===== src/rtl/core/sobel_edge_magnitude_top_assert.svh =====
// ----------------------------------------------------------------------------
// Sobel edge magnitude assertion macros
// Shared property macros. The including module must provide clk and arst_n.
// ----------------------------------------------------------------------------
`ifndef SOBEL_EDGE_MAGNITUDE_TOP_ASSERT_SVH
`define SOBEL_EDGE_MAGNITUDE_TOP_ASSERT_SVH

// Consequent must hold in the same cycle as the antecedent.
`define SEM_ASSERT_SAME(lbl, ante, cons, msg) \
	lbl: assert property (@(posedge clk) disable iff (!arst_n) (ante) |-> (cons)) \
		else $error(msg);

// Consequent must hold in the cycle after the antecedent.
`define SEM_ASSERT_NEXT(lbl, ante, cons, msg) \
	lbl: assert property (@(posedge clk) disable iff (!arst_n) (ante) |=> (cons)) \
		else $error(msg);

`endif


===== src/rtl/core/sem_pkg.sv =====
// ----------------------------------------------------------------------------
// Sobel edge magnitude package
// Shared types and constants of the Sobel edge magnitude block.
// ----------------------------------------------------------------------------
package sem_pkg;

	localparam int unsigned PIX_W         = 8;
	localparam int unsigned CFG_W         = 16;
	localparam int unsigned CFG_WIDTH_W   = 11;
	localparam int unsigned ROW_W         = 16;
	localparam int unsigned MAX_WIDTH_DEF = 1024;
	localparam int unsigned WIDTH_RST     = 640;
	localparam int unsigned HEIGHT_RST    = 480;
	localparam int unsigned MIN_SIZE      = 3;
	localparam int unsigned SAT_MAX       = 255;

	typedef enum logic {
		REG_IMAGE_WIDTH  = 1'b0,
		REG_IMAGE_HEIGHT = 1'b1
	} cfg_reg_t;

	typedef enum logic {
		REQ_PIXEL = 1'b0,
		REQ_FLUSH = 1'b1
	} req_type_t;

	// window[row][col]; row 0 is the oldest line, col 2 the newest pixel.
	typedef logic [2:0][2:0][PIX_W-1:0] window_t;

	typedef struct packed {
		logic valid;
		logic interior;
		logic last;
	} res_ctrl_t;

endpackage


===== src/rtl/core/sem_out_stage.sv =====
// ----------------------------------------------------------------------------
// Sobel output stage
// Computes |gx|+|gy| from the window, saturates it, gives 0 at borders and holds the result.
// ----------------------------------------------------------------------------
module sem_out_stage (
	input  logic                       clk,
	input  logic                       arst_n,
	input  sem_pkg::res_ctrl_t         ctrl,
	input  sem_pkg::window_t           win,
	output logic                       load_ok,
	output logic                       m_tvalid,
	input  logic                       m_tready,
	output logic [7:0]                 m_tdata,   // [7:0] edge_res
	output logic                       m_tlast    // frame_last
);
	import sem_pkg::*;

	logic             valid_q;
	logic [PIX_W-1:0] data_q;
	logic             last_q;

	logic [PIX_W+1:0] gx_pos, gx_neg, gy_pos, gy_neg, gx_abs, gy_abs;
	logic [PIX_W+2:0] mag_sum;
	logic [PIX_W-1:0] mag;

	// Kernel taps split into positive and negative halves, so the
	// absolute value is a compare and one subtract.
	always_comb begin
		gx_pos = (PIX_W+2)'(win[0][0]) + {1'b0, win[1][0], 1'b0} + (PIX_W+2)'(win[2][0]);
		gx_neg = (PIX_W+2)'(win[0][2]) + {1'b0, win[1][2], 1'b0} + (PIX_W+2)'(win[2][2]);
		gy_pos = (PIX_W+2)'(win[0][0]) + {1'b0, win[0][1], 1'b0} + (PIX_W+2)'(win[0][2]);
		gy_neg = (PIX_W+2)'(win[2][0]) + {1'b0, win[2][1], 1'b0} + (PIX_W+2)'(win[2][2]);
		gx_abs = (gx_pos >= gx_neg) ? gx_pos - gx_neg : gx_neg - gx_pos;
		gy_abs = (gy_pos >= gy_neg) ? gy_pos - gy_neg : gy_neg - gy_pos;
		mag_sum = (PIX_W+3)'(gx_abs) + (PIX_W+3)'(gy_abs);
		mag = (mag_sum > (PIX_W+3)'(SAT_MAX)) ? PIX_W'(SAT_MAX) : mag_sum[PIX_W-1:0];
	end

	assign load_ok = !valid_q || m_tready;

	always_ff @(posedge clk or negedge arst_n) begin
		if (!arst_n) begin
			valid_q <= 1'b0;
		end else if (load_ok) begin
			valid_q <= ctrl.valid;
		end
	end

	always_ff @(posedge clk) begin
		if (load_ok && ctrl.valid) begin
			data_q <= ctrl.interior ? mag : '0;
			last_q <= ctrl.last;
		end
	end

	assign m_tvalid = valid_q;
	assign m_tdata  = data_q;
	assign m_tlast  = last_q;

endmodule


===== config.mk =====
export PLATFORM = sky130hd
export DESIGN_NAME = sem_out_stage
export DESIGN_NICKNAME = d
export VERILOG_FILES = /design/src/rtl/core/sobel_edge_magnitude_top_assert.svh /design/src/rtl/core/sem_pkg.sv /design/src/rtl/core/sem_out_stage.sv
export SDC_FILE = /design/constraint.sdc
export NUM_CORES = 1
export LEC_CHECK = 0
export ABC_AREA = 1
export BUFFER_PORTS_ARGS = -buffer_cell sky130_fd_sc_hd__buf_2
export CORE_AREA = 3 3 117 119
export CTS_BUF_LIST = sky130_fd_sc_hd__clkbuf_8
export DETAILED_ROUTE_END_ITERATION = 6
export DIE_AREA = 0 0 120 122
export PLACE_DENSITY = 0.56
export SLEW_MARGIN = 20
export SYNTH_ARGS = -nofsm -noshare
export SYNTH_HDL_FRONTEND = slang
export SYNTH_SLANG_ARGS = --single-unit

===== constraint.sdc =====
create_clock -name clk -period 2.4 [get_ports clk]
set_input_delay 0.12 -clock clk [delete_from_list [all_inputs] [get_ports clk]]
set_output_delay 0.12 -clock clk [all_outputs]
set_load 0.05 [all_outputs]

==> impl_results.md, run 1 <==
* FMAX at 0.219 GHz
* DRC errors left at 0
* DPL Wire Length at 13.6 mm
* Max-cap violations at 0
* Hold WC Path Type: in2reg
* Synth top area cells: ha_1 (21%), fa_1 (15%), inv_1 (13%), nand2_1 (11%), xor2_1 (6.9%)
* Ys flop type: edfxtp_1
* CTS Buf Count at 3
* Pins Over Slew Limit at 0
* Vias per inst at 4.72
* Mapped cell area at 5080 um2
* CTS max path bufs at 2
* Layout cells sized above 1 at 0.392
* Post-route minimum period at 4.57 ns
* Crit-path most repeated cell: nand2_2
* Yosys top cell area share at 0.207
* Most frequent cells in the layout: buf_4 (165), inv_1 (161), nand2_1 (137), buf_2 (78), ha_1 (67)
* Required time at the worst-slack endpoint at 2.37 ns
* Yosys cell types at 39
* Root buf cell: clkbuf_8
* Sequential area share after synthesis at 0.0582
* Slew HR at 0.463
* End of the critical path: m_tdata[0]$_SDFFCE_PN0P_
* Avg WL per Cell at 13.1 um
* Outcome: finished, violations left
* RR Startpoint: m_tvalid$_DFFE_PN0N_
* Boundary Pins at 89
* CTS H-tree depth at 1
* Setup WS post-layout at -2.17 ns
* Layout Utilization at 0.602
* Initial DRC count at 247
* DRT Wirelength at 15.3 mm
* PortBufs at 80
* CP Depth at 29
* Global-route usage over all layers at 0.209
* Clk sinks at 10
* RSZ-0062 raised after global routing: true
* Post-synthesis cell count at 740
* Clk pin slew, worst setup/hold paths at 0.04 ns
* Fin nets at 1193
* CTS tree: yes
* Post-Place Cells at 1150
* Max stage delay on crit path at 0.53 ns
* Antenna violations before repair at 0
* Commonest non-fill, non-tap cell in the layout: buf_4
* WP buf/inv at 7
* Largest net degree at the start of global routing at 10
* Routed Antenna Nets at 0
* First-pass GRT wire length at 25.4 mm
* Total die area at 14600 um2
* Vias in the first global route at 5539
* Syn. warnings at 0
* Site Rows at 41
* Syn-to-layout area delta at 50.2%
* Latest clock arrival within the worst-skew pair at 0.24 ns
* Mapped Avg Cell Area at 6.86 um2
* Syn nets at 939
* Skew final at 0.00612 ns
* Failing checks: negative setup slack
* Final Setup Violations at 8
* Arrival time at the worst endpoint at 4.54 ns
* # diodes at 0
* Critical Path Source Type: input pin
* Crit path max-delay family: adder cells
* Worst-Margin Slew at 0.806 ns
* Final Hold Fails at 0
* Routability Congestion at 0.939
* Largest area contributor in the netlist: ha_1
* Async set-reset flop share out of synthesis at 0.100
* Setup CP Type: in2reg
* Final critical-path share of the clock period at 1.90
* Initial Util at 0.401
* Die Ht at 122 um
* DR pass1 iterations at 6
* Worst Setup SP: win[8]
* Via Count at 5499
* CP max stage cell: fa_1
* Reg2reg path depth at 1
* CP Capture Type: flip-flop
* Core Area at 12700 um2
* Fillers at 1215
* Final TNS setup at -17.29 ns
* Post-synth EDFFs at 9
* DIE WIDTH at 120 um
* Synth Register Bits at 10
* R2r setup slk at 0.99 ns
* Worst-path fanout max at 8
* Final Non-Filler Cells at 1165
* RR Endpoint: m_tdata[7]$_SDFFCE_PN0P_
* Congestion Overflow GR at 0
## what timing repair did
item,4_1_cts,5_1_grt
endpoints found under the hold margin,1,0
setup buffers,5,5
resized for setup,46,43
endpoints found under the setup margin,8,8
hold buffers,1,0
pin swaps,14,21
## synth_stat cells, types with 7 or more instances
cell      instances
a21oi_1          68
nor3_1           10
edfxtp_1          9
ha_1             84
xnor2_1           8
o21ai_0          13
nand3_1          32
nor2_1           27
a21oi_2           8
inv_1           170
fa_1             37
o21ai_1           9
xor2_1           40
a21o_1            7
o21bai_1          7
nand2_1         155
## flip-flops by register name, summed over array words and instances (netlist names)
signal    flops
m_tvalid      1
m_tdata       8
m_tlast       1
## cells by family (layout without fill, tap and decap cells)
logic type / count (synthesis) / after routing / share of synthesized area
buffers and inverters: 180 / 433 / 0.140
AO/OA/AOI/OAI: 129 / 129 / 0.151
AND/OR/NAND/NOR: 252 / 252 / 0.215
XOR/XNOR: 48 / 48 / 0.0828
flip-flops: 10 / 10 / 0.0582
adder cells (fa/ha/maj): 121 / 121 / 0.353
## worst min path at each step
stage / to / cells after the start / from
after floorplan: m_tvalid$_DFFE_PN0N_ / 0 / arst_n
after global placement: m_tvalid$_DFFE_PN0N_ / 1 / arst_n
after detailed placement: m_tvalid$_DFFE_PN0N_ / 1 / arst_n
after CTS: m_tlast$_DFFE_PP_ / 1 / ctrl[0]
after global routing: m_tlast$_DFFE_PP_ / 1 / ctrl[0]
final: m_tlast$_DFFE_PP_ / 1 / ctrl[0]
## layer usage
layer / share of wire / track usage / wire, um
met5: 0 / 0 / 0
met4: 0.011 / 0.0143 / 174
met3: 0.038 / 0.0186 / 572
met2: 0.51 / 0.394 / 7790
met1: 0.44 / 0.272 / 6720
## cell type report
class / instances / area (um2) / area share
flip-flops and latches: 10 / 295 / 0.0387
clock buffers: 3 / 41.3 / 0.00542
multi-input cells: 550 / 4600 / 0.604
inverters: 174 / 668 / 0.0876
clock inverters: 1 / 3.75 / 0.000492
well taps: 172 / 215 / 0.0282
repair buffers: 255 / 1800 / 0.236
## through the flow
step	worst slack, ns	hold slack, ns	area (um2)
floorplan	-1.82	-0.176	5300
detailed placement	-2.47	-0.105	7100
global route	-2.47	0.0639	7620
global placement	-2.47	-0.106	7100
CTS	-2.11	0.0687	7390
finish	-2.17	0.0681	7620
Power of run 1 is not shown: default switching activity piles up to over one toggle a cycle in this logic, so the estimate is an artifact.
==> inputs of run 2 (changes only) <==
--- a/config.mk
+++ b/config.mk
@@ -7,11 +7,12 @@
 export LEC_CHECK = 0
 export ABC_AREA = 1
 export BUFFER_PORTS_ARGS = -buffer_cell sky130_fd_sc_hd__buf_2
-export CORE_AREA = 3 3 117 119
+export CORE_AREA = 2 2 116 118
 export CTS_BUF_LIST = sky130_fd_sc_hd__clkbuf_8
 export DETAILED_ROUTE_END_ITERATION = 6
-export DIE_AREA = 0 0 120 122
+export DIE_AREA = 0 0 118 120
 export PLACE_DENSITY = 0.56
+export SETUP_SLACK_MARGIN = 0.02
 export SLEW_MARGIN = 20
 export SYNTH_ARGS = -nofsm -noshare
 export SYNTH_HDL_FRONTEND = slang
==> run 2 against run 1 <==
  * The flow still finishes with violations (negative setup slack)
  * Critical path depth fell by 1
  * Global-route usage about the same
  * Register-to-register slack better by 0.02 ns
  * Maximum frequency up 0.29%
  * Hold slack got worse by 0.0027 ns
  * Design area is 1.0% higher
  * Clock-buffer cell count unchanged
  * Critical endpoint is now m_tdata[5]$_SDFFCE_PN0P_
==> impl_results.md, run 2 (synthesis results as in run 1) <==
* Worst-Margin Slew at 0.779 ns
* Placed Area at 7000 um2
* CP Capture Type: flip-flop
* Clk pin slew, worst setup/hold paths at 0.05 ns
* PortBufs at 80
* Die Ht at 120 um
* Arrival time at the worst endpoint at 4.52 ns
* DIE WIDTH at 118 um
* Slew HR at 0.481
* Final Non-Filler Cells at 1165
* Root buf cell: clkbuf_8
* Site Rows at 42
* Via Count at 5454
* CTS H-tree depth at 1
* Avg WL per Cell at 12.8 um
* Worst-path fanout max at 8
* Clk sinks at 10
* CTS tree: yes
* Routability Congestion at 0.912
* Latest clock arrival within the worst-skew pair at 0.23 ns
* DRT Wirelength at 14.9 mm
* Post-route minimum period at 4.55 ns
* RSZ-0062 raised after global routing: true
* Gr busiest metal: met2
* Fin nets at 1189
* Congestion Overflow GR at 0
* Outcome: finished, violations left
* Layout Utilization at 0.593
* Final Setup Violations at 8
* DPL Wire Length at 13.1 mm
* Initial Util at 0.391
* Post-Place Cells at 1141
* Commonest non-fill, non-tap cell in the layout: buf_4
* Vias in the first global route at 5607
* # diodes at 0
* Setup CP Type: in2reg
* Final critical-path share of the clock period at 1.90
* Vias per inst at 4.68
* Skew final at 0.00233 ns
* FMAX at 0.220 GHz
* Met2 global-route usage at 0.388
* Boundary Pins at 89
* Pins Over Slew Limit at 0
* DR pass1 iterations at 5
* First-pass GRT wire length at 24.7 mm
* Layout cells sized above 1 at 0.405
* Initial DRC count at 191
* Critical Path Source Type: input pin
* Routed Antenna Nets at 0
* Syn-to-layout area delta at 51.7%
* Core Area at 13000 um2
* CTS max path bufs at 2
* Hold WC Path Type: in2reg
* Required time at the worst-slack endpoint at 2.37 ns
* Total die area at 14200 um2
* Final Hold Fails at 0
* Failing checks: negative setup slack
* Met3 GRT Util at 0.00998
* Fillers at 1243
* Max-cap violations at 0
* DRC errors left at 0
* Antenna violations before repair at 0
* Global-route usage over all layers at 0.209
* Largest net degree at the start of global routing at 10
* Setup WS post-layout at -2.15 ns
* Most frequent cells in the layout: buf_4 (163), inv_1 (153), nand2_1 (135), buf_2 (77), ha_1 (64)
* Fin area at 7700 um2
* CTS Buf Count at 3
* Met1 GRT Util at 0.269
* Max FFs per register at 8
run 2: cell types whose count changed in the layout (fill, tap and decap cells not counted), sizes merged:
cell	previous run	this run
buf	254	250
run 2: layout make-up:
class                           count  area [um2]  share of cell area
Sequential cell                    10         295              0.0383
Clock inverter                      1        3.75            0.000487
Timing Repair Buffer              251        1750               0.228
Clock buffer                        3        41.3             0.00536
Multi-Input combinational cell    550        4710               0.612
Tap cell                          176         220              0.0286
Inverter                          174         678              0.0880
run 2: layer usage:
metal / part of all wire / up-vias / routed length (um)
met5: 0 / - / 0
met4: 0.018 / 0 / 270
met3: 0.033 / 25 / 489
met2: 0.50 / 121 / 7370
met1: 0.45 / 2487 / 6720
li1: - / 2821 / -
run 2: per-stage QoR:
step	hold WS, ns	setup WS, ns	setup TNS [ns]
2_1_floorplan	-0.176	-1.82	-14.54
3_3_place_gp	-0.104	-2.54	-20.28
3_5_place_dp	-0.104	-2.55	-20.36
4_1_cts	0.0660	-2.19	-17.41
5_1_grt	0.0787	-2.41	-19.23
6_report	0.0654	-2.15	-17.16
run 2: worst max-delay path, cell delays in order:
cell      delay [ns]
buf_2           0.08
inv_1           0.05
fa_1            0.56
inv_2           0.05
ha_4            0.17
fa_2            0.35
a21oi_2         0.17
o21ai_2         0.08
a21oi_2         0.13
o21ai_2         0.10
xor2_2          0.16
ha_4            0.28
a21o_1          0.19
a21boi_2        0.20
nand4_4         0.18
buf_12          0.18
buf_8           0.12
nand2_2         0.07
o21ai_4         0.07
ha_4            0.27
a21oi_4         0.13
inv_1           0.08
a21oi_2         0.18
nand2_1         0.07
nand2_1         0.07
nand2_2         0.06
nor2_4          0.23
a21oi_2         0.09
run 2: final timing paths:
| path | from | end | slack [ns] | depth (start not counted) |
|---|---|---|---|---|
| worst max-delay path | win[24] | m_tdata[5]$_SDFFCE_PN0P_ | -2.15 | 28 |
| worst min-delay path | ctrl[0] | m_tlast$_DFFE_PP_ | 0.07 | 1 |
| worst max register to register | m_tvalid$_DFFE_PN0N_ | m_tdata[1]$_SDFFCE_PN0P_ | 1.01 | 1 |
| worst min register to register | m_tvalid$_DFFE_PN0N_ | m_tvalid$_DFFE_PN0N_ | 0.51 | 2 |
| max in group asynchronous | arst_n | m_tvalid$_DFFE_PN0N_ | 2.12 | 2 |
| min in group asynchronous | arst_n | m_tvalid$_DFFE_PN0N_ | 0.19 | 2 |
run 2: repair_timing:
| action | CTS | global route |
|---|---|---|
| pin swaps | 21 | 47 |
| buffers inserted | 10 | 9 |
| endpoints found under the setup margin | 8 | 8 |
| endpoints found under the hold margin | 1 | 0 |
| hold buffers | 1 | 0 |
| resized for setup | 44 | 70 |
| gates cloned | 1 | 0 |
Power of run 2 is left out for the same reason.
==> inputs of run 3 (changes only) <==
--- a/config.mk
+++ b/config.mk
@@ -7,12 +7,12 @@
 export LEC_CHECK = 0
 export ABC_AREA = 1
 export BUFFER_PORTS_ARGS = -buffer_cell sky130_fd_sc_hd__buf_2
-export CORE_AREA = 2 2 116 118
+export CORE_AREA = 2 2 89 155
 export CTS_BUF_LIST = sky130_fd_sc_hd__clkbuf_8
 export DETAILED_ROUTE_END_ITERATION = 6
-export DIE_AREA = 0 0 118 120
-export PLACE_DENSITY = 0.56
-export SETUP_SLACK_MARGIN = 0.02
+export DIE_AREA = 0 0 91 157
+export PLACE_DENSITY = 0.55
+export SETUP_SLACK_MARGIN = 0.3
 export SLEW_MARGIN = 20
 export SYNTH_ARGS = -nofsm -noshare
 export SYNTH_HDL_FRONTEND = slang
==> run 3 against run 2 <==
  * The run still ends with negative setup slack left
  * Critical path depth rose by 3
  * Final cell count about the same
  * Die area rose by 0.90%
  * First-iteration DRC count is 33% lower
  * Hold slack improved by 0.00096 ns
  * Design area down 0.99%
  * Highest routed layer unchanged
==> impl_results.md, run 3 (synthesis results as in run 1) <==
* CTS H-tree depth at 1
* Critical Path Source Type: input pin
* Worst-path fanout max at 8
* Routability Congestion at 0.989
* Post-route minimum period at 4.60 ns
* Global-route usage over all layers at 0.216
* RSZ-0062 raised after global routing: true
* CTS tree: yes
* Setup CP Type: in2reg
* Vias per inst at 4.71
* Largest net degree at the start of global routing at 10
* DPL Wire Length at 14.1 mm
* Worst-Margin Slew at 0.806 ns
* DIE WIDTH at 91 um
* Boundary Pins at 89
* Worst Setup SP: win[56]
* Total die area at 14300 um2
* Required time at the worst-slack endpoint at 2.37 ns
* Max-cap violations at 0
* Final critical-path share of the clock period at 1.92
* Layout cells sized above 1 at 0.386
* Initial DRC count at 128
* CP Capture Type: flip-flop
* Initial Util at 0.392
* End of the critical path: m_tdata[4]$_SDFFCE_PN0P_
* Root buf cell: clkbuf_8
* Final Hold Fails at 0
* Failing checks: negative setup slack
* # diodes at 0
* CTS Buf Count at 3
* Worst slack, placed at -2.65 ns
* Syn-to-layout area delta at 50.2%
* DR pass1 iterations at 6
* Latest clock arrival within the worst-skew pair at 0.23 ns
* Max stage delay on crit path at 0.51 ns
* Arrival time at the worst endpoint at 4.57 ns
* Die Ht at 157 um
* Congestion Overflow GR at 0
* Hold WC Path Type: in2reg
* Commonest non-fill, non-tap cell in the layout: buf_4
* First-pass GRT wire length at 25.2 mm
* Hold WS at 0.0663 ns
* R2r setup slk at 0.98 ns
* Site Rows at 55
* CP max stage cell: fa_1
* DRT Wirelength at 15.7 mm
* RR Startpoint: m_tvalid$_DFFE_PN0N_
* Avg WL per Cell at 13.5 um
* DRC errors left at 0
* Clk pin slew, worst setup/hold paths at 0.04 ns
* Most frequent cells in the layout: buf_4 (168), inv_1 (160), nand2_1 (141), buf_2 (77), ha_1 (66)
* Skew final at 0.00164 ns
* Final Setup Violations at 8
* Outcome: finished, violations left
* FMAX at 0.217 GHz
* Via Count at 5484
* Antenna violations before repair at 0
* Pins Over Slew Limit at 0
* Max FFs per register at 8
* Vias in the first global route at 5715
* Clk sinks at 10
* Slew HR at 0.463
* Reg2reg path depth at 1
* CTS max path bufs at 2
* Setup WS post-layout at -2.20 ns
* RR Endpoint: m_tdata[1]$_SDFFCE_PN0P_
* Core Area at 12900 um2
* PortBufs at 80
* Fin nets at 1193
* Fillers at 1293
* Routed Antenna Nets at 0
* Crit-path most repeated cell: nand2_1
[run 3: worst max-delay path: cells and delay by family]
family	cells	cell delay [ns]
compound gates	7	1.04
xor+xnor	1	0.21
fa+ha+maj	5	1.53
buf+inv	8	0.79
simple gates	10	0.85
[run 3: repair_timing]
action	in CTS	in global routing
pin swaps	21	30
resized for setup	52	30
hold endpoints to repair	1	0
hold buffers	1	0
setup buffers	9	4
endpoints found under the setup margin	8	8
[run 3: final cells by class]
| cell class | count | area, um2 | area share |
|---|---|---|---|
| Tap cell | 171 | 214 | 0.0281 |
| Inverter | 174 | 668 | 0.0876 |
| Sequential cell | 10 | 295 | 0.0387 |
| Timing Repair Buffer | 255 | 1780 | 0.233 |
| Multi-Input combinational cell | 550 | 4610 | 0.605 |
| Clock buffer | 4 | 55.1 | 0.00722 |
[run 3: metal layers]
metal  up-vias  GRT usage  wire [um]
met1      2499      0.212       5760
met5         -          0          0
li1       2841          -          -
met4         0     0.0996        769
met3        28    0.00718        352
met2       116      0.454       8810
[run 3: worst min-delay path by stage]
stage | slack, ns | cells after the start | endpoint | from
after floorplan | -0.18 | 0 | m_tvalid$_DFFE_PN0N_ | arst_n
after global placement | -0.11 | 1 | m_tvalid$_DFFE_PN0N_ | arst_n
after detailed placement | -0.10 | 1 | m_tvalid$_DFFE_PN0N_ | arst_n
after CTS | 0.06 | 1 | m_tlast$_DFFE_PP_ | ctrl[0]
after global routing | 0.06 | 1 | m_tlast$_DFFE_PP_ | ctrl[0]
final | 0.07 | 1 | m_tlast$_DFFE_PP_ | ctrl[0]
[run 3: stage by stage]
stage                     TNS [ns]  std cells  utilization  instance area [um2]
after floorplan             -14.54        740            -                 5300
after global placement      -20.80       1146        0.546                 7070
after detailed placement    -21.14       1146        0.546                 7070
after CTS                   -16.79       1160        0.574                 7420
after global routing        -19.55       1164        0.589                 7630
final                       -17.57       1164        0.589                 7630
Power of run 3 is left out for the same reason.
